$ cat src/rtl/assert_macros.svh
// Assertion macros shared by the voxel cylinder painter RTL.
// No dependencies; included by files that carry concurrent checks.
`ifndef ASSERT_MACROS_SVH
`define ASSERT_MACROS_SVH
`ifndef SYNTHESIS
// same-cycle implication
`define VCP_ASSERT_IMP(lbl, clk, rstn, ante, cons, msg) \
    lbl: assert property (@(posedge clk) disable iff (!rstn) (ante) |-> (cons)) \
        else $error(msg);
// next-cycle implication
`define VCP_ASSERT_NXT(lbl, clk, rstn, ante, cons, msg) \
    lbl: assert property (@(posedge clk) disable iff (!rstn) (ante) |=> (cons)) \
        else $error(msg);
`else
`define VCP_ASSERT_IMP(lbl, clk, rstn, ante, cons, msg)
`define VCP_ASSERT_NXT(lbl, clk, rstn, ante, cons, msg)
`endif
`endif

$ cat src/rtl/vcp_pkg.sv
// Package for the voxel cylinder painter: register indexes, pipeline constants
// and the pipeline control struct. No dependencies.
package vcp_pkg;

    localparam int PIPE_STAGES = 8;
    localparam int CFG_IDX_W   = 3;
    localparam int CFG_DATA_W  = 32;

    typedef enum logic [CFG_IDX_W-1:0] {
        CFG_START_X     = 3'd0,
        CFG_START_Y     = 3'd1,
        CFG_START_Z     = 3'd2,
        CFG_END_X       = 3'd3,
        CFG_END_Y       = 3'd4,
        CFG_END_Z       = 3'd5,
        CFG_TUBE_RADIUS = 3'd6,
        CFG_PAINT_VALUE = 3'd7
    } t_cfg_idx;

    // per-stage load enables and valid bits
    typedef struct packed {
        logic [PIPE_STAGES-1:0] en;
        logic [PIPE_STAGES-1:0] vld;
    } t_pipe;

endpackage

$ cat src/rtl/vcp_pipe_ctrl.sv
// Valid bits and bubble-collapsing load enables for the painter pipeline.
// Depends on vcp_pkg and assert_macros.svh.
`include "assert_macros.svh"
module vcp_pipe_ctrl import vcp_pkg::*; (
    input  logic  i_clk,
    input  logic  i_rst_n,
    input  logic  i_in_valid,
    input  logic  i_out_stall,
    output logic  o_in_stall,
    output t_pipe o_pipe
);
    logic [PIPE_STAGES-1:0] r_vld;
    logic [PIPE_STAGES-1:0] n_vld;
    logic [PIPE_STAGES-1:0] en;
    logic                   in_acc;
    logic                   out_acc;

    // a stage loads when empty or when the stage after it moves
    always_comb begin
        en[PIPE_STAGES-1] = !r_vld[PIPE_STAGES-1] || !i_out_stall;
        for (int k = PIPE_STAGES - 2; k >= 0; k--) begin
            en[k] = !r_vld[k] || en[k+1];
        end
    end

    always_comb begin
        n_vld[0] = en[0] ? i_in_valid : r_vld[0];
        for (int k = 1; k < PIPE_STAGES; k++) begin
            n_vld[k] = en[k] ? r_vld[k-1] : r_vld[k];
        end
    end

    always_ff @(posedge i_clk) begin
        if (!i_rst_n) begin
            r_vld <= '0;
        end else begin
            r_vld <= n_vld;
        end
    end

    assign in_acc     = i_in_valid && en[0];
    assign out_acc    = r_vld[PIPE_STAGES-1] && !i_out_stall;
    assign o_in_stall = !en[0];
    assign o_pipe.en  = en;
    assign o_pipe.vld = r_vld;

    `VCP_ASSERT_NXT(a_item_count, i_clk, i_rst_n, i_rst_n,
        $countones(r_vld) == $countones($past(r_vld)) + 32'($past(in_acc))
            - 32'($past(out_acc)), "pipeline lost or repeated an item")
    `VCP_ASSERT_IMP(a_stall_only_full, i_clk, i_rst_n, o_in_stall, &r_vld,
        "input stalled while a bubble is in the pipeline")

endmodule

$ cat config.mk
export PLATFORM = sky130hd
export DESIGN_NAME = vcp_pipe_ctrl
export DESIGN_NICKNAME = d
export VERILOG_FILES = /design/src/rtl/vcp_pkg.sv /design/src/rtl/vcp_pipe_ctrl.sv
export VERILOG_INCLUDE_DIRS = /design/src /design/src/rtl
export SDC_FILE = /design/constraint.sdc
export NUM_CORES = 1
export LEC_CHECK = 0
export BUFFER_PORTS_ARGS = -buffer_cell sky130_fd_sc_hd__buf_2
export CAP_MARGIN = 20
export CORE_AREA = 2 2 39 41
export DETAILED_ROUTE_END_ITERATION = 7
export DIE_AREA = 0 0 41 43
export HOLD_SLACK_MARGIN = 0.03
export MAX_ROUTING_LAYER = met4
export SLEW_MARGIN = 20
export SYNTH_ARGS = -nofsm -noshare
export SYNTH_HDL_FRONTEND = slang
export SYNTH_SLANG_ARGS = --single-unit
$ cat constraint.sdc
create_clock -name i_clk -period 2.9 [get_ports i_clk]
set_input_delay 0.145 -clock i_clk [delete_from_list [all_inputs] [get_ports i_clk]]
set_output_delay 0.145 -clock i_clk [all_outputs]
set_load 0.01 [all_outputs]
# Word-level counts from Yosys, hierarchy flattened
# Index checks and enable logic that the tools add are counted.
# totals
inputBits	4
ff_bits	8
out_inout_bits	17
# op_classes
reduce_logical	18
# op_table
op	n
$logic_not 1->1	10
$logic_or 1x1->1	8

# Depth between registers and ports, before layout
# logic_depth
depth_word	10
ltp_mapped	4

# Least setup slack after synthesis
# No wires, ideal clock.
# synth_path
path_kind	reg-to-output
startpoint	register r_vld[7]
endpoint	output port o_pipe[8] (netlist name)
t_arrival_ns	1.038
n_path_buf	0
stages_incl_launch_ff	4
path_slack_ns	1.717
path_cell_list	dfxtp_1 -> nand4_4 -> nor3_4 -> inv_1
# synth_rtl
element	line_no	source
start: declaration	vcp_pipe_ctrl.sv:12	logic [PIPE_STAGES-1:0] r_vld;
start signal: assignment	vcp_pipe_ctrl.sv:37	r_vld <= n_vld;
end: declaration	vcp_pipe_ctrl.sv:10	output t_pipe o_pipe

==> impl_metrics.json <==
{
  "die_area_mm2": 0.00176,
  "root_buffer": "clkbuf_4",
  "wire_per_inst_um": 9.91,
  "dr.max_layer_used": "met4",
  "layout.cells.non_filler": 75,
  "worst_pin_slew_ns": 0.220,
  "worstHoldPathType": "input pin to flop",
  "initial_core_util_pct": 24.4,
  "regMostFlops": "r_vld",
  "synth_area_um2": 338,
  "die_w_um": 41,
  "insertion_delay_ns": 0.25,
  "hold_start": "i_in_valid",
  "cp.arrival_ns": 1.29,
  "p_per_area_mw_per_mm2": 439,
  "post_cts_buffers": 0,
  "grt.total_usage_pct": 9.47,
  "largest_reg_flops": 8,
  "synth_nets": 41,
  "syn_avg_cell_area_um2": 9.13,
  "skew_ns": 0.00388,
  "portBuffers": 20,
  "gp_congestion": 0.649,
  "antenna_found_initial": 0,
  "layout_worst_path_cycle_share_pct": 49.6,
  "max_slew_margin_pct": 85.2,
  "outcome": "finished clean",
  "crit_slowest_cell": "dfxtp_1",
  "crit_start": "r_vld[7]",
  "grt_pass1_wl_um": 1050,
  "path_buf_inv": 2,
  "finalHoldViolCount": 0,
  "critPathLaunchType": "flop",
  "hold_buffers": 0,
  "synth_cells": 37,
  "fin_nets": 65,
  "coreArea_mm2": 0.00138,
  "ctsResizeCount": 0,
  "total_leakage_power_nw": 0.214,
  "max_stage_delay_ns": 0.42,
  "crit_fanout": 6,
  "postRouteAntennaNets": 0,
  "path_cells": "nand4_4 > nor3_1 > inv_1 > buf_2",
  "numCtsBuffers": 3,
  "cts_max_path_buffers": 2,
  "setup_violations": 0,
  "final_common_cell": "buf_2",
  "fmax_ghz": 0.695,
  "worst_setup_path_end_kind": "output port",
  "final_cell_mix": "20 x buf_2, 8 x dfxtp_1, 7 x inv_1, 5 x nand2_1, 4 x o21a_1",
  "fin_crit_ns": 1.44,
  "die_height_um": 43,
  "yosysWarnings": 0,
  "met3_length_um": 60,
  "synth_cell_types": 15,
  "drc": 0,
  "h-tree-depth": 1,
  "m1WireLength_um": 328,
  "num_antenna_cells": 0,
  "syn2layout_area_growth_pct": 41.1,
  "clkSlewWorstSetupHoldPaths_ns": 0.05,
  "clock-sinks": 8,
  "cap_violations": 0,
  "grt_pass1_vias": 277,
  "rows": 14,
  "worstPathRequired_ns": 2.76,
  "drt_first_pass_iters": 4,
  "num_vias": 327,
  "crit_type": "flop to output port",
  "cts_tree": "built",
  "r2r_start": "r_vld[7]",
  "pin_count": 21,
  "slew_violations": 0,
  "routed_wl_um": 743,
  "dp_hpwl_um": 587,
  "ir_drop_uv": 113,
  "grt_max_degree": 10,
  "overflow": 0,
  "top_regs": "r_vld: 8 flops",
  "grt_setup_unrepaired": "false",
  "ys_seq_area_share_pct": 47.4,
  "drive_above_1_share_pct": 44.1,
  "met2_length_um": 343,
  "crit_family": "simple AND/OR/NAND/NOR gates",
  "setup_tns_ns": 0,
  "placed_cells": 72,
  "drtIter0Drc": 1,
  "routed_via_density": 4.36,
  "ys_ff_latch": 8
}
[synth_stat cells]
library cell	n	share of area, %
a21boi_0	2	4.4
a21oi_1	1	1.5
clkbuf_1	1	1.1
dfxtp_1	8	47
inv_1	7	7.8
nand2_1	5	5.6
nand3_1	2	3.0
nand4_4	1	6.3
nor2_1	1	1.1
nor2_4	1	3.3
nor2b_1	1	1.9
nor3_1	1	1.5
nor3_4	1	4.8
o21a_1	4	8.9
o21ai_0	1	1.5
[where the power goes]
| part | internal, mW | leakage [nW] | total, mW | switching [mW] |
|---|---|---|---|---|
| Sequential | 0.112 | 0.0650 | 0.114 | 0.00199 |
| Clock | 0.0473 | 0.0138 | 0.0843 | 0.0370 |
| Combinational | 0.00487 | 0.135 | 0.0105 | 0.00568 |
| Total | 0.164 | 0.214 | 0.209 | 0.0447 |
[path summary, 6_finish.rpt]
kind / end / slack (ns) / depth (start not counted)
setup / recovery: o_pipe[9] / 1.46 / 4
hold / removal: r_vld[0] / 0.10 / 2
setup reg to reg: r_vld[1] / 1.86 / 3
hold reg to reg: r_vld[3] / 0.50 / 2
[area by class of cell]
class                           count  area (um2)
Clock buffer                        3        22.5
Fill cell                         144         907
Inverter                            7        26.3
Multi-Input combinational cell     21         148
Sequential cell                     8         160
Tap cell                           16        20.0
Timing Repair Buffer               20         100
[stage by stage]
step                utilization [%]  setup WS [ns]  hold WS [ns]  total power [mW]  area (um2)
CTS                            34.4           1.43         0.101             0.211         477
detailed placement             32.8           1.71         0.364             0.127         454
floorplan                         -           1.72         0.269             0.121         338
finish                         34.4           1.46         0.102             0.209         477
global route                   34.4           1.35         0.110             0.220         477
global placement               32.8           1.73         0.355             0.127         454
[cell families (layout without fill, tap and decap cells)]
| group | count (synthesis) | after routing | share of synthesized area [%] |
|---|---|---|---|
| DFF | 8 | 8 | 47.4 |
| and+or+nand+nor | 13 | 13 | 27.4 |
| buffers and inverters | 8 | 30 | 8.89 |
| AOI/OAI and AO/OA | 8 | 8 | 16.3 |
[metal layers]
metal	vias to the layer above	track usage, %
li1	163	-
met1	147	10.6
met2	15	11.9
met3	2	3.14
met4	0	10.0
met5	-	-
No activity file was read; power rests on OpenSTA's default activity.
